[config.mk]
export PLATFORM = sky130hd
export DESIGN_NAME = multiplexed_seven_segment_scanner_top
export DESIGN_NICKNAME = d
export VERILOG_FILES = /design/src/hdl/mss_pkg.sv /design/src/hdl/mss_front.sv /design/src/hdl/mss_queue.sv /design/src/hdl/mss_back.sv /design/src/hdl/multiplexed_seven_segment_scanner_top.sv
export VERILOG_INCLUDE_DIRS = /design/src /design/src/hdl
export SDC_FILE = /design/constraint.sdc
export NUM_CORES = 1
export LEC_CHECK = 0
export BUFFER_PORTS_ARGS = -buffer_cell sky130_fd_sc_hd__buf_2
export CAP_MARGIN = 20
export CELL_PAD_IN_SITES_DETAIL_PLACEMENT = 1
export CELL_PAD_IN_SITES_GLOBAL_PLACEMENT = 1
export CORE_MARGIN = 3
export CORE_UTILIZATION = 46
export CTS_CLUSTER_DIAMETER = 60
export CTS_CLUSTER_SIZE = 8
export DETAILED_ROUTE_END_ITERATION = 8
export PLACE_DENSITY = 0.89
export SYNTH_ARGS = -nofsm -noshare
export SYNTH_HDL_FRONTEND = slang
export SYNTH_SLANG_ARGS = --single-unit
export TNS_END_PERCENT = 20
[constraint.sdc]
create_clock -name aclk -period 6.8 [get_ports aclk]
set_input_delay 0.68 -clock aclk [delete_from_list [all_inputs] [get_ports aclk]]
set_output_delay 0.68 -clock aclk [all_outputs]
set_load 0.01 [all_outputs]
[src/hdl/multiplexed_seven_segment_scanner_top_assert.svh]
// Assertion macros shared by the scanner modules.
`ifndef MULTIPLEXED_SEVEN_SEGMENT_SCANNER_TOP_ASSERT_SVH
`define MULTIPLEXED_SEVEN_SEGMENT_SCANNER_TOP_ASSERT_SVH

// Same-cycle implication, checked out of reset.
`define MSS_ASSERT_NOW(label, clk, rstn, ante, cons, msg) \
    label: assert property (@(posedge clk) disable iff (!(rstn)) (ante) |-> (cons)) \
        else $error(msg);

// Next-cycle implication, checked out of reset.
`define MSS_ASSERT_NEXT(label, clk, rstn, ante, cons, msg) \
    label: assert property (@(posedge clk) disable iff (!(rstn)) (ante) |=> (cons)) \
        else $error(msg);

`endif

[src/hdl/mss_pkg.sv]
// Shared types, constants and functions of the seven-segment scanner.
package mss_pkg;

    localparam int unsigned REFRESH_MS  = 10;
    localparam int unsigned MAX_DIGITS  = 4;
    localparam int unsigned QUEUE_DEPTH = 2;

    localparam int unsigned TIME_W = 16;
    localparam int unsigned IN_W   = 16;
    localparam int unsigned VAL_W  = 14;
    localparam int unsigned CNT_W  = 3;
    localparam int unsigned IDX_W  = 2;
    localparam int unsigned SEG_W  = 8;
    localparam int unsigned EN_W   = 4;
    localparam int unsigned THR_W  = 8;
    localparam int unsigned DIG_W  = 4;
    localparam int unsigned PROD_W = 2 * VAL_W;

    localparam int unsigned CFG_INDEX_W = 1;
    localparam int unsigned CFG_DATA_W  = 3;

    localparam logic [CFG_INDEX_W-1:0] CFG_DIGIT_COUNT    = 1'b0;
    localparam logic [CFG_INDEX_W-1:0] CFG_COMMON_CATHODE = 1'b1;

    localparam logic [CNT_W-1:0] DIGIT_COUNT_RESET = 3'd4;

    localparam logic [VAL_W-1:0] VALUE_MAX = 14'd9999;

    // Reciprocals of 10, 100 and 1000 with their shifts; exact for values up to 9999.
    localparam logic [VAL_W-1:0] RECIP_10   = 14'd13108;
    localparam int unsigned      SHIFT_10   = 17;
    localparam logic [VAL_W-1:0] RECIP_100  = 14'd10486;
    localparam int unsigned      SHIFT_100  = 20;
    localparam logic [VAL_W-1:0] RECIP_1000 = 14'd8389;
    localparam int unsigned      SHIFT_1000 = 23;

    // One queued word: the scan decision and the quotient holding the wanted digit.
    typedef struct packed {
        logic             updated;
        logic [IDX_W-1:0] idx;
        logic [VAL_W-1:0] quot;
    } entry_t;

    function automatic logic [THR_W-1:0] refresh_threshold(input logic [CNT_W-1:0] count);
        logic [THR_W-1:0] thr;
        case (count)
            3'd1: begin
                thr = THR_W'(REFRESH_MS / 1);
            end
            3'd2: begin
                thr = THR_W'(REFRESH_MS / 2);
            end
            3'd3: begin
                thr = THR_W'(REFRESH_MS / 3);
            end
            3'd4: begin
                thr = THR_W'(REFRESH_MS / 4);
            end
            default: begin
                thr = THR_W'(REFRESH_MS);
            end
        endcase
        return thr;
    endfunction

    // Segment patterns, bit0 is segment a, point never lit.
    function automatic logic [SEG_W-1:0] seg_pattern(input logic [DIG_W-1:0] digit);
        logic [SEG_W-1:0] pat;
        case (digit)
            4'd0: begin
                pat = 8'h3F;
            end
            4'd1: begin
                pat = 8'h06;
            end
            4'd2: begin
                pat = 8'h5B;
            end
            4'd3: begin
                pat = 8'h4F;
            end
            4'd4: begin
                pat = 8'h66;
            end
            4'd5: begin
                pat = 8'h6D;
            end
            4'd6: begin
                pat = 8'h7D;
            end
            4'd7: begin
                pat = 8'h07;
            end
            4'd8: begin
                pat = 8'h7F;
            end
            4'd9: begin
                pat = 8'h6F;
            end
            default: begin
                pat = 8'h00;
            end
        endcase
        return pat;
    endfunction

endpackage

[src/hdl/mss_front.sv]
// Front end: timing decision, scan index and digit quotient for each word.
`include "multiplexed_seven_segment_scanner_top_assert.svh"

module mss_front (
    input  logic                          aclk,
    input  logic                          aresetn,
    input  logic [mss_pkg::CNT_W-1:0]     digit_count,
    input  logic                          s_valid,
    output logic                          s_ready,
    input  logic [mss_pkg::TIME_W-1:0]    s_now_ms,
    input  logic [mss_pkg::IN_W-1:0]      s_shown_value,
    output logic                          q_valid,
    input  logic                          q_ready,
    output mss_pkg::entry_t               q_entry
);

    logic [mss_pkg::TIME_W-1:0] last_time_reg, last_time_next;
    logic [mss_pkg::IDX_W-1:0]  scan_index_reg, scan_index_next;

    logic [mss_pkg::CNT_W-1:0]  count;
    logic [mss_pkg::THR_W-1:0]  threshold;
    logic [mss_pkg::TIME_W-1:0] elapsed;
    logic                       do_update;
    logic [mss_pkg::IDX_W-1:0]  idx;
    logic [mss_pkg::CNT_W-1:0]  idx_inc;
    logic [mss_pkg::VAL_W-1:0]  sat_value;
    logic [mss_pkg::PROD_W-1:0] prod_10, prod_100, prod_1000;
    logic                       accept;

    always_comb begin
        if (digit_count == '0) begin
            count = mss_pkg::CNT_W'(1);
        end else if (digit_count > mss_pkg::CNT_W'(mss_pkg::MAX_DIGITS)) begin
            count = mss_pkg::CNT_W'(mss_pkg::MAX_DIGITS);
        end else begin
            count = digit_count;
        end
    end

    assign threshold = mss_pkg::refresh_threshold(count);
    assign elapsed   = s_now_ms - last_time_reg;
    assign do_update = elapsed > mss_pkg::TIME_W'(threshold);

    // An index left beyond a lowered count restarts at the ones digit.
    assign idx     = (mss_pkg::CNT_W'(scan_index_reg) >= count) ? '0 : scan_index_reg;
    assign idx_inc = mss_pkg::CNT_W'(idx) + mss_pkg::CNT_W'(1);

    assign sat_value = (s_shown_value > mss_pkg::IN_W'(mss_pkg::VALUE_MAX))
                     ? mss_pkg::VALUE_MAX : s_shown_value[mss_pkg::VAL_W-1:0];

    assign prod_10   = mss_pkg::PROD_W'(sat_value) * mss_pkg::PROD_W'(mss_pkg::RECIP_10);
    assign prod_100  = mss_pkg::PROD_W'(sat_value) * mss_pkg::PROD_W'(mss_pkg::RECIP_100);
    assign prod_1000 = mss_pkg::PROD_W'(sat_value) * mss_pkg::PROD_W'(mss_pkg::RECIP_1000);

    always_comb begin
        q_entry.updated = do_update;
        q_entry.idx     = idx;
        case (idx)
            2'd0: begin
                q_entry.quot = sat_value;
            end
            2'd1: begin
                q_entry.quot = mss_pkg::VAL_W'(prod_10 >> mss_pkg::SHIFT_10);
            end
            2'd2: begin
                q_entry.quot = mss_pkg::VAL_W'(prod_100 >> mss_pkg::SHIFT_100);
            end
            default: begin
                q_entry.quot = mss_pkg::VAL_W'(prod_1000 >> mss_pkg::SHIFT_1000);
            end
        endcase
    end

    assign q_valid = s_valid;
    assign s_ready = q_ready;
    assign accept  = s_valid && q_ready;

    always_comb begin
        last_time_next  = last_time_reg;
        scan_index_next = scan_index_reg;
        if (accept && do_update) begin
            last_time_next  = s_now_ms;
            scan_index_next = (idx_inc >= count) ? '0 : idx_inc[mss_pkg::IDX_W-1:0];
        end
    end

    always_ff @(posedge aclk) begin
        if (!aresetn) begin
            last_time_reg  <= '0;
            scan_index_reg <= '0;
        end else begin
            last_time_reg  <= last_time_next;
            scan_index_reg <= scan_index_next;
        end
    end

    `MSS_ASSERT_NEXT(a_time_follows_update, aclk, aresetn, accept && do_update, last_time_reg == $past(s_now_ms), "last update time not taken from the updating word")

endmodule

[src/hdl/mss_queue.sv]
// Short queue that decouples the front end from the display back end.
`include "multiplexed_seven_segment_scanner_top_assert.svh"

module mss_queue (
    input  logic            aclk,
    input  logic            aresetn,
    input  logic            in_valid,
    output logic            in_ready,
    input  mss_pkg::entry_t in_entry,
    output logic            out_valid,
    input  logic            out_ready,
    output mss_pkg::entry_t out_entry
);

    localparam int unsigned PTR_W = (mss_pkg::QUEUE_DEPTH > 1) ? $clog2(mss_pkg::QUEUE_DEPTH) : 1;
    localparam int unsigned FILL_W = $clog2(mss_pkg::QUEUE_DEPTH + 1);

    mss_pkg::entry_t    slot_reg [mss_pkg::QUEUE_DEPTH];
    logic [PTR_W-1:0]   wr_ptr_reg, wr_ptr_next;
    logic [PTR_W-1:0]   rd_ptr_reg, rd_ptr_next;
    logic [FILL_W-1:0]  fill_reg, fill_next;
    logic               push, pop;

    assign in_ready  = fill_reg != FILL_W'(mss_pkg::QUEUE_DEPTH);
    assign out_valid = fill_reg != '0;
    assign out_entry = slot_reg[rd_ptr_reg];
    assign push      = in_valid && in_ready;
    assign pop       = out_valid && out_ready;

    always_comb begin
        wr_ptr_next = wr_ptr_reg;
        rd_ptr_next = rd_ptr_reg;
        fill_next   = fill_reg;
        if (push) begin
            wr_ptr_next = (wr_ptr_reg == PTR_W'(mss_pkg::QUEUE_DEPTH - 1))
                        ? '0 : wr_ptr_reg + PTR_W'(1);
        end
        if (pop) begin
            rd_ptr_next = (rd_ptr_reg == PTR_W'(mss_pkg::QUEUE_DEPTH - 1))
                        ? '0 : rd_ptr_reg + PTR_W'(1);
        end
        if (push && !pop) begin
            fill_next = fill_reg + FILL_W'(1);
        end else if (pop && !push) begin
            fill_next = fill_reg - FILL_W'(1);
        end
    end

    always_ff @(posedge aclk) begin
        if (!aresetn) begin
            wr_ptr_reg <= '0;
            rd_ptr_reg <= '0;
            fill_reg   <= '0;
        end else begin
            wr_ptr_reg <= wr_ptr_next;
            rd_ptr_reg <= rd_ptr_next;
            fill_reg   <= fill_next;
        end
    end

    always_ff @(posedge aclk) begin
        if (push) begin
            slot_reg[wr_ptr_reg] <= in_entry;
        end
    end

    `MSS_ASSERT_NOW(a_fill_bounded, aclk, aresetn, 1'b1, fill_reg <= FILL_W'(mss_pkg::QUEUE_DEPTH), "queue fill beyond its depth")

endmodule

[src/hdl/mss_back.sv]
// Back end: digit extraction, segment lookup, drive latches and result register.
`include "multiplexed_seven_segment_scanner_top_assert.svh"

module mss_back (
    input  logic                        aclk,
    input  logic                        aresetn,
    input  logic                        common_cathode,
    input  logic                        q_valid,
    output logic                        q_ready,
    input  mss_pkg::entry_t             q_entry,
    output logic                        m_valid,
    input  logic                        m_ready,
    output logic [mss_pkg::SEG_W-1:0]   m_segments,
    output logic [mss_pkg::EN_W-1:0]    m_digit_enable,
    output logic                        m_updated
);

    logic [mss_pkg::SEG_W-1:0] seg_latch_reg, seg_latch_next;
    logic [mss_pkg::EN_W-1:0]  en_latch_reg, en_latch_next;
    logic                      out_valid_reg, out_valid_next;
    logic [mss_pkg::SEG_W-1:0] out_seg_reg;
    logic [mss_pkg::EN_W-1:0]  out_en_reg;
    logic                      out_upd_reg;

    logic [mss_pkg::PROD_W-1:0] prod;
    logic [mss_pkg::VAL_W-1:0]  tens;
    logic [mss_pkg::VAL_W-1:0]  rem;
    logic [mss_pkg::DIG_W-1:0]  digit;
    logic [mss_pkg::SEG_W-1:0]  pattern;
    logic                       pop;

    // Remainder by ten of the queued quotient gives the wanted decimal digit.
    assign prod    = mss_pkg::PROD_W'(q_entry.quot) * mss_pkg::PROD_W'(mss_pkg::RECIP_10);
    assign tens    = mss_pkg::VAL_W'(prod >> mss_pkg::SHIFT_10);
    assign rem     = q_entry.quot - mss_pkg::VAL_W'(tens * mss_pkg::VAL_W'(10));
    assign digit   = rem[mss_pkg::DIG_W-1:0];
    assign pattern = common_cathode ? mss_pkg::seg_pattern(digit)
                                    : ~mss_pkg::seg_pattern(digit);

    assign q_ready = !out_valid_reg || m_ready;
    assign pop     = q_valid && q_ready;

    always_comb begin
        seg_latch_next = seg_latch_reg;
        en_latch_next  = en_latch_reg;
        out_valid_next = out_valid_reg;
        if (pop) begin
            out_valid_next = 1'b1;
            if (q_entry.updated) begin
                seg_latch_next = pattern;
                en_latch_next  = mss_pkg::EN_W'(1) << q_entry.idx;
            end
        end else if (m_ready) begin
            out_valid_next = 1'b0;
        end
    end

    always_ff @(posedge aclk) begin
        if (!aresetn) begin
            seg_latch_reg <= '0;
            en_latch_reg  <= '0;
            out_valid_reg <= 1'b0;
        end else begin
            seg_latch_reg <= seg_latch_next;
            en_latch_reg  <= en_latch_next;
            out_valid_reg <= out_valid_next;
        end
    end

    always_ff @(posedge aclk) begin
        if (pop) begin
            out_seg_reg <= seg_latch_next;
            out_en_reg  <= en_latch_next;
            out_upd_reg <= q_entry.updated;
        end
    end

    assign m_valid        = out_valid_reg;
    assign m_segments     = out_seg_reg;
    assign m_digit_enable = out_en_reg;
    assign m_updated      = out_upd_reg;

    `MSS_ASSERT_NOW(a_enable_onehot0, aclk, aresetn, 1'b1, $onehot0(en_latch_reg), "more than one digit enabled")
    `MSS_ASSERT_NOW(a_update_lights_digit, aclk, aresetn, out_valid_reg && out_upd_reg, $onehot(out_en_reg), "scan step without exactly one digit lit")

endmodule

[src/hdl/multiplexed_seven_segment_scanner_top.sv]
// Multiplexed seven-segment scanner: takes time sample and value words and returns one drive
// word for each, via the queue and the back end's result register. The front end decides
// from the wrapping millisecond difference whether a scan step is due and computes the
// digit quotient; a two-word queue separates it from the back end, which extracts the digit,
// looks up its segment pattern, applies polarity and holds the drive latches. Throughput
// is set by the scan-state update in the front end: one word per cycle while the result
// side keeps taking words. Configuration writes complete in the cycle they are presented.
module multiplexed_seven_segment_scanner_top (
    input  logic                              aclk,
    input  logic                              aresetn,
    input  logic                              cfg_valid,
    output logic                              cfg_ready,
    input  logic [mss_pkg::CFG_INDEX_W-1:0]   cfg_index,
    input  logic [mss_pkg::CFG_DATA_W-1:0]    cfg_data,
    input  logic                              s_valid,
    output logic                              s_ready,
    input  logic [mss_pkg::TIME_W-1:0]        s_now_ms,
    input  logic [mss_pkg::IN_W-1:0]          s_shown_value,
    output logic                              m_valid,
    input  logic                              m_ready,
    output logic [mss_pkg::SEG_W-1:0]         m_segments,
    output logic [mss_pkg::EN_W-1:0]          m_digit_enable,
    output logic                              m_updated
);

    logic [mss_pkg::CNT_W-1:0] digit_count_reg, digit_count_next;
    logic                      common_cathode_reg, common_cathode_next;

    logic            fq_valid, fq_ready;
    mss_pkg::entry_t fq_entry;
    logic            qb_valid, qb_ready;
    mss_pkg::entry_t qb_entry;

    assign cfg_ready = 1'b1;

    always_comb begin
        digit_count_next    = digit_count_reg;
        common_cathode_next = common_cathode_reg;
        if (cfg_valid) begin
            case (cfg_index)
                mss_pkg::CFG_DIGIT_COUNT: begin
                    digit_count_next = cfg_data;
                end
                mss_pkg::CFG_COMMON_CATHODE: begin
                    common_cathode_next = cfg_data[0];
                end
                default: begin
                    digit_count_next = digit_count_reg;
                end
            endcase
        end
    end

    always_ff @(posedge aclk) begin
        if (!aresetn) begin
            digit_count_reg    <= mss_pkg::DIGIT_COUNT_RESET;
            common_cathode_reg <= 1'b1;
        end else begin
            digit_count_reg    <= digit_count_next;
            common_cathode_reg <= common_cathode_next;
        end
    end

    mss_front u_front (
        .aclk          (aclk),
        .aresetn       (aresetn),
        .digit_count   (digit_count_reg),
        .s_valid       (s_valid),
        .s_ready       (s_ready),
        .s_now_ms      (s_now_ms),
        .s_shown_value (s_shown_value),
        .q_valid       (fq_valid),
        .q_ready       (fq_ready),
        .q_entry       (fq_entry)
    );

    mss_queue u_queue (
        .aclk      (aclk),
        .aresetn   (aresetn),
        .in_valid  (fq_valid),
        .in_ready  (fq_ready),
        .in_entry  (fq_entry),
        .out_valid (qb_valid),
        .out_ready (qb_ready),
        .out_entry (qb_entry)
    );

    mss_back u_back (
        .aclk           (aclk),
        .aresetn        (aresetn),
        .common_cathode (common_cathode_reg),
        .q_valid        (qb_valid),
        .q_ready        (qb_ready),
        .q_entry        (qb_entry),
        .m_valid        (m_valid),
        .m_ready        (m_ready),
        .m_segments     (m_segments),
        .m_digit_enable (m_digit_enable),
        .m_updated      (m_updated)
    );

endmodule
==> results of run 1 <==
==> stage by stage <==
step	hold WS [ps]	setup slack (ps)	utilization	std cells	setup TNS, ps
after floorplan	432	3.51	-	1587	0
after global placement	442	-10.5	0.508	2102	-41.4
after detailed placement	468	-453	0.508	2103	-7760
after CTS	480	1.97	0.521	2125	0
after global routing	525	-247	0.532	2134	-2430
final	483	3.13	0.532	2134	0
==> routing by layer <==
layer	up-vias	global-route usage	share of wire
met4	0	0.0893	0.040
met3	130	0.0208	0.034
met1	6024	0.282	0.38
met5	-	0	0
li1	5418	-	-
met2	338	0.492	0.55
==> cell type report <==
class	instances	area (sq um)
inverters	389	1460
well taps	435	544
fillers	3671	14900
flip-flops and latches	87	2220
clock buffers	9	225
multi-input cells	1080	11500
repair buffers	127	890
clock inverters	7	73.8
==> worst paths after layout <==
| check | endpoint | slack, ps |
|---|---|---|
| setup / recovery | u_back.seg_latch_reg[2] | 3 |
| hold / removal | u_front.last_time_reg[15] | 480 |
| setup reg to reg | u_back.seg_latch_reg[2] | 3 |
| hold reg to reg | u_front.last_time_reg[15] | 480 |
==> placed cells by master (no fill, tap or decap), types with 23 or more instances in the layout <==
| master | netlist | routed |
|---|---|---|
| ha_1 | 324 | 312 |
| buf_2 | 4 | 55 |
| nand2_1 | 61 | 61 |
| dfxtp_1 | 40 | 39 |
| nor2_1 | 69 | 67 |
| buf_4 | 2 | 67 |
| xor2_1 | 26 | 25 |
| xnor2_1 | 39 | 36 |
| inv_1 | 388 | 383 |
| nand3_1 | 40 | 37 |
| a21oi_1 | 50 | 48 |
| o21ai_0 | 24 | 23 |
| fa_1 | 159 | 158 |
| edfxtp_1 | 47 | 47 |
==> what timing repair did <==
item / in CTS / in global routing
setup buffers: 6 / 7
resized for setup: 10 / 44
gates cloned: 0 / 1
endpoints found under the setup margin: 23 / 30
pin swaps: 5 / 31
==> logic make-up after synthesis <==
| kind of cell | synth area share |
|---|---|
| AO/OA/AOI/OAI | 0.100 |
| XOR/XNOR | 0.0451 |
| adder cells (fa/ha/maj) | 0.480 |
| buffers and inverters | 0.107 |
| flip-flops | 0.147 |
| multiplexers | 0.0201 |
| other | 0.000249 |
| AND/OR/NAND/NOR | 0.100 |
==> critical path, stage by stage, from the launching register on <==
cell	delay (ps)
dfxtp_4	410
clkbuf_16	160
mux2_4	340
ha_4	290
inv_4	50
fa_1	510
inv_1	80
fa_1	520
fa_1	440
fa_1	560
ha_4	230
a21oi_2	130
nand2_1	80
a21oi_2	140
o21ai_2	90
xnor2_1	200
inv_1	80
ha_2	200
fa_2	400
xnor2_2	230
xnor2_2	110
xnor2_2	180
xnor2_4	260
buf_4	160
nand3_2	70
buf_4	200
o211a_4	170
nor4_1	360
==> run_results.csv, run 1 <==
group,metric,value,unit
yosys,synth_area_leaders,"ha_1 (27%), fa_1 (21%), inv_1 (9.7%)",
yosys,yosysSeqAreaShare,0.147,
drt,wl,46000,um
cts,clockRootBuffer,"clkbuf_16",
yosys,ys_seq_elements,87,
placed_design,hpwl,36800,um
timing,fmax,147,MHz
floorplan,die_h,187,um
drt,vias,11900,
timing,slew_headroom,0.410,
setup_path,critical_path.max_fanout,7,
yosys,synth_cell_types,81,
floorplan,core,0.0319,sq mm
global_routing,grt_pass1_wl,70300,um
floorplan,ioPinCount,57,
timing,tightest_slew,885,ps
global_routing,grt_max_degree,37,
setup_path,arrival,7030,ps
drt,avgViaCountPerCell,5.58,
layout,fin_area,0.0170,sq mm
yosys,synth_top_area_cell,"ha_1",
placed_design,port_buffers,55,
global_routing,grt_pass1_vias,13600,
placed_design,gp_congestion,0.912,
yosys,yosysTopAreaCellShare,0.269,
global_routing,grt-ovfl-total,0,
yosys,async_flop_share,0,
timing,finClkSkew,17.1,ps
drt,route.detailed.wl_per_inst,21.6,um
yosys,ys_warn_count,0,
yosys,synth.avg_cell_area,9.49,sq um
global_routing,grt.total_usage,0.251,
setup_path,critPathRequiredTime,7030,ps
hold_path,hp-class,"flip-flop to flip-flop",
yosys,synth.cell_area,0.0151,sq mm
drt,ant_nets,0,
cts,clk_transition_reported_paths,80,ps
timing,fin_crit,6800,ps
layout,largest_reg_flops,34,
drt,dr.pass1.iters,5,
run_status,status,"completed",
layout,num_antenna_cells,0,
run,drv_cap,0,
cts,cts_htree_levels,3,
hold_path,holdCritStartpoint,"u_front.last_time_reg[15]",
global_routing,antenna_found_initial,0,
setup_path,start_kind,"flip-flop",
setup_path,worstRegToRegCells,27,
timing,fin_crit_sh,1.00,
yosys,synthFlopType,"edfxtp_1",
floorplan,die_w,187,um
floorplan,fp.dieArea,0.0350,sq mm
layout,layout-drive-gt1-share,0.149,
setup_path,critPathKind,"flip-flop to flip-flop",
cts,cts_tree,"done",
floorplan,start_util,0.473,
floorplan,rows,65,
layout,nNetsFinal,2218,
cts,cts.sinks,87,
timing,hold_viol_final,0,
yosys,synthTopCellsByCount,"inv_1 (388), ha_1 (324), fa_1 (159)",
placed_design,placed_area,0.0162,sq mm
cts,clkLatencyLatePin,350,ps
layout,syn_to_final_growth,12.5,%
hold_path,min_delay_path_depth,2,
yosys,synth_most_common_cell,"inv_1",
yosys,synth-edff-count,47,
yosys,syn_inst,1587,
timing,rsz0062_at_grt,"yes",
timing,setup_viol,0,
drt,drc_errors,0,
cts,numCtsBuffers,9,
drt,drt_iter0_markers,621,
cts,cts.path.max_buffers,2,
cts,cts_hold_buf,0,
setup_path,cp-end-kind,"flip-flop",
yosys,synth_nets,2111,
timing,report.final.slew_viol_count,0,
Power of run 1 is not shown: default switching activity piles up to over one toggle a cycle in this logic, so the estimate is an artifact.
==> inputs of run 2 (changes only) <==
--- a/config.mk
+++ b/config.mk
@@ -10,6 +10,7 @@
 export CAP_MARGIN = 20
 export CELL_PAD_IN_SITES_DETAIL_PLACEMENT = 1
 export CELL_PAD_IN_SITES_GLOBAL_PLACEMENT = 1
+export CORE_ASPECT_RATIO = 1.5
 export CORE_MARGIN = 3
 export CORE_UTILIZATION = 46
 export CTS_CLUSTER_DIAMETER = 60
==> run 2 against run 1 <==
Core utilization is 0.88 points lower; flip-flop and latch count unchanged; critical endpoint is now u_back.m_segments[4]; die area up 0.13%; routed wire length up 0.22%; cell count down 1.8%; fmax up 1.4%; worst setup slack better by 91 ps.
==> run_results.csv, run 2 (synthesis gave the netlist of run 1 again) <==
group,metric,value,unit
run_status,status,"completed",
global_routing,grt_pass1_wl,70600,um
setup_path,start_kind,"flip-flop",
global_routing,grt_pass1_vias,13800,
timing,fin_ws,94.4,ps
placed_design,hpwl,38200,um
cts,clk_transition_reported_paths,60,ps
cts,cts_htree_levels,3,
timing,fin_crit_sh,0.986,
cts,cts.sinks,87,
setup_path,critical_path.max_fanout,6,
setup_path,critPathKind,"flip-flop to flip-flop",
timing,finClkSkew,11.9,ps
global_routing,use_met1,0.241,
drt,ant_nets,0,
timing,tightest_slew,918,ps
global_routing,grt.total_usage,0.256,
setup_path,slowest_delay,570,ps
placed_design,place_ws,-421,ps
floorplan,ioPinCount,57,
run,drv_cap,0,
timing,slew_headroom,0.388,
cts,clkLatencyLatePin,350,ps
timing,rsz0062_at_grt,"yes",
timing,setup_viol,0,
layout,nNetsFinal,2205,
global_routing,antenna_found_initial,0,
global_routing,grt-ovfl-total,0,
drt,dr.pass1.iters,5,
timing,report.final.slew_viol_count,0,
layout,final_cell_mix,"inv_1 (385), ha_1 (314), fa_1 (156)",
global_routing,grtUsageMet3,0.0244,
drt,drc_errors,0,
global_routing,grt_util_met2,0.514,
floorplan,start_util,0.470,
floorplan,die_h,228,um
timing,fin_crit,6710,ps
layout,n_fill_cell,3671,
placed_design,port_buffers,55,
cts,cts_tree,"done",
setup_path,cp-end-kind,"flip-flop",
timing,hold_viol_final,0,
floorplan,core,0.0320,sq mm
setup_path,crit_path_top_delay_cell,"fa_2",
cts,numCtsBuffers,9,
layout,layout-drive-gt1-share,0.136,
drt,avgViaCountPerCell,5.68,
hold_path,hp-class,"flip-flop to flip-flop",
setup_path,critPathRequiredTime,6870,ps
global_routing,grt_max_degree,37,
layout,final_util,0.523,
floorplan,fp.dieArea,0.0350,sq mm
drt,drt_iter0_markers,426,
layout,syn_to_final_growth,11.2,%
setup_path,arrival,6770,ps
drt,vias,11900,
layout,layout_commonest_cell,"inv_1",
floorplan,die_w,154,um
drt,route.detailed.wl_per_inst,22.0,um
layout,num_antenna_cells,0,
layout,final-seq-area,0.00222,sq mm
drt,wl,46100,um
timing,fmax,149,MHz
layout,largest_reg_flops,34,
global_routing,grt.busiest_layer,"met2",
placed_design,gp_congestion,0.969,
floorplan,rows,80,
layout,multiInputGateArea,0.0115,sq mm
cts,clockRootBuffer,"clkbuf_16",
cts,cts.path.max_buffers,2,
run 2: layer usage:
metal | vias to the layer above | routed length (um)
met3 | 222 | 1610
li1 | 5386 | -
met1 | 5924 | 15300
met2 | 381 | 25200
met4 | 0 | 4020
met5 | - | 0
run 2: worst max-delay path, delay by kind of cell (launching register included):
kind                     cells  cell delay, ps
multiplexers                 1             270
buffers and inverters        5             440
XOR/XNOR                     6            1170
adder cells (fa/ha/maj)      8            3160
flip-flops                   1             380
AND/OR/NAND/NOR              5             680
AO/OA/AOI/OAI                3             340
run 2: per-stage QoR:
step / setup TNS [ps] / hold slack, ps / instances / instance area (sq um)
2_1_floorplan: 0 / 432 / 1587 / 15100
3_3_place_gp: -19.2 / 442 / 2070 / 16100
3_5_place_dp: -6880 / 451 / 2070 / 16100
4_1_cts: -22.1 / 459 / 2090 / 16600
5_1_grt: -551 / 479 / 2096 / 16800
6_report: 0 / 456 / 2096 / 16800
run 2: worst paths after layout:
path              cells after the start                        to  slack, ps                      from
setup / recovery                     28      u_back.m_segments[4]         90                 flip-flop
hold / removal                        2  u_front.last_time_reg[0]        460  u_front.last_time_reg[0]
setup reg to reg                     28      u_back.m_segments[4]         90                 flip-flop
hold reg to reg                       2  u_front.last_time_reg[0]        460  u_front.last_time_reg[0]
run 2: final cells by class:
type                            instances  share of cell area
Tap cell                              410              0.0306
Inverter                              389              0.0871
Clock buffer                           12              0.0147
Sequential cell                        87               0.132
Clock inverter                          4             0.00276
Timing Repair Buffer                  114              0.0469
Multi-Input combinational cell       1080               0.686
run 2: timing repair:
action                                  4_1_cts  5_1_grt
setup buffers                                 4        4
pin swaps                                    11       21
hold buffers                                  0        0
hold endpoints to repair                      0        0
endpoints found under the setup margin       14       34
gates resized for setup                      22       27
Power of run 2 is left out for the same reason.
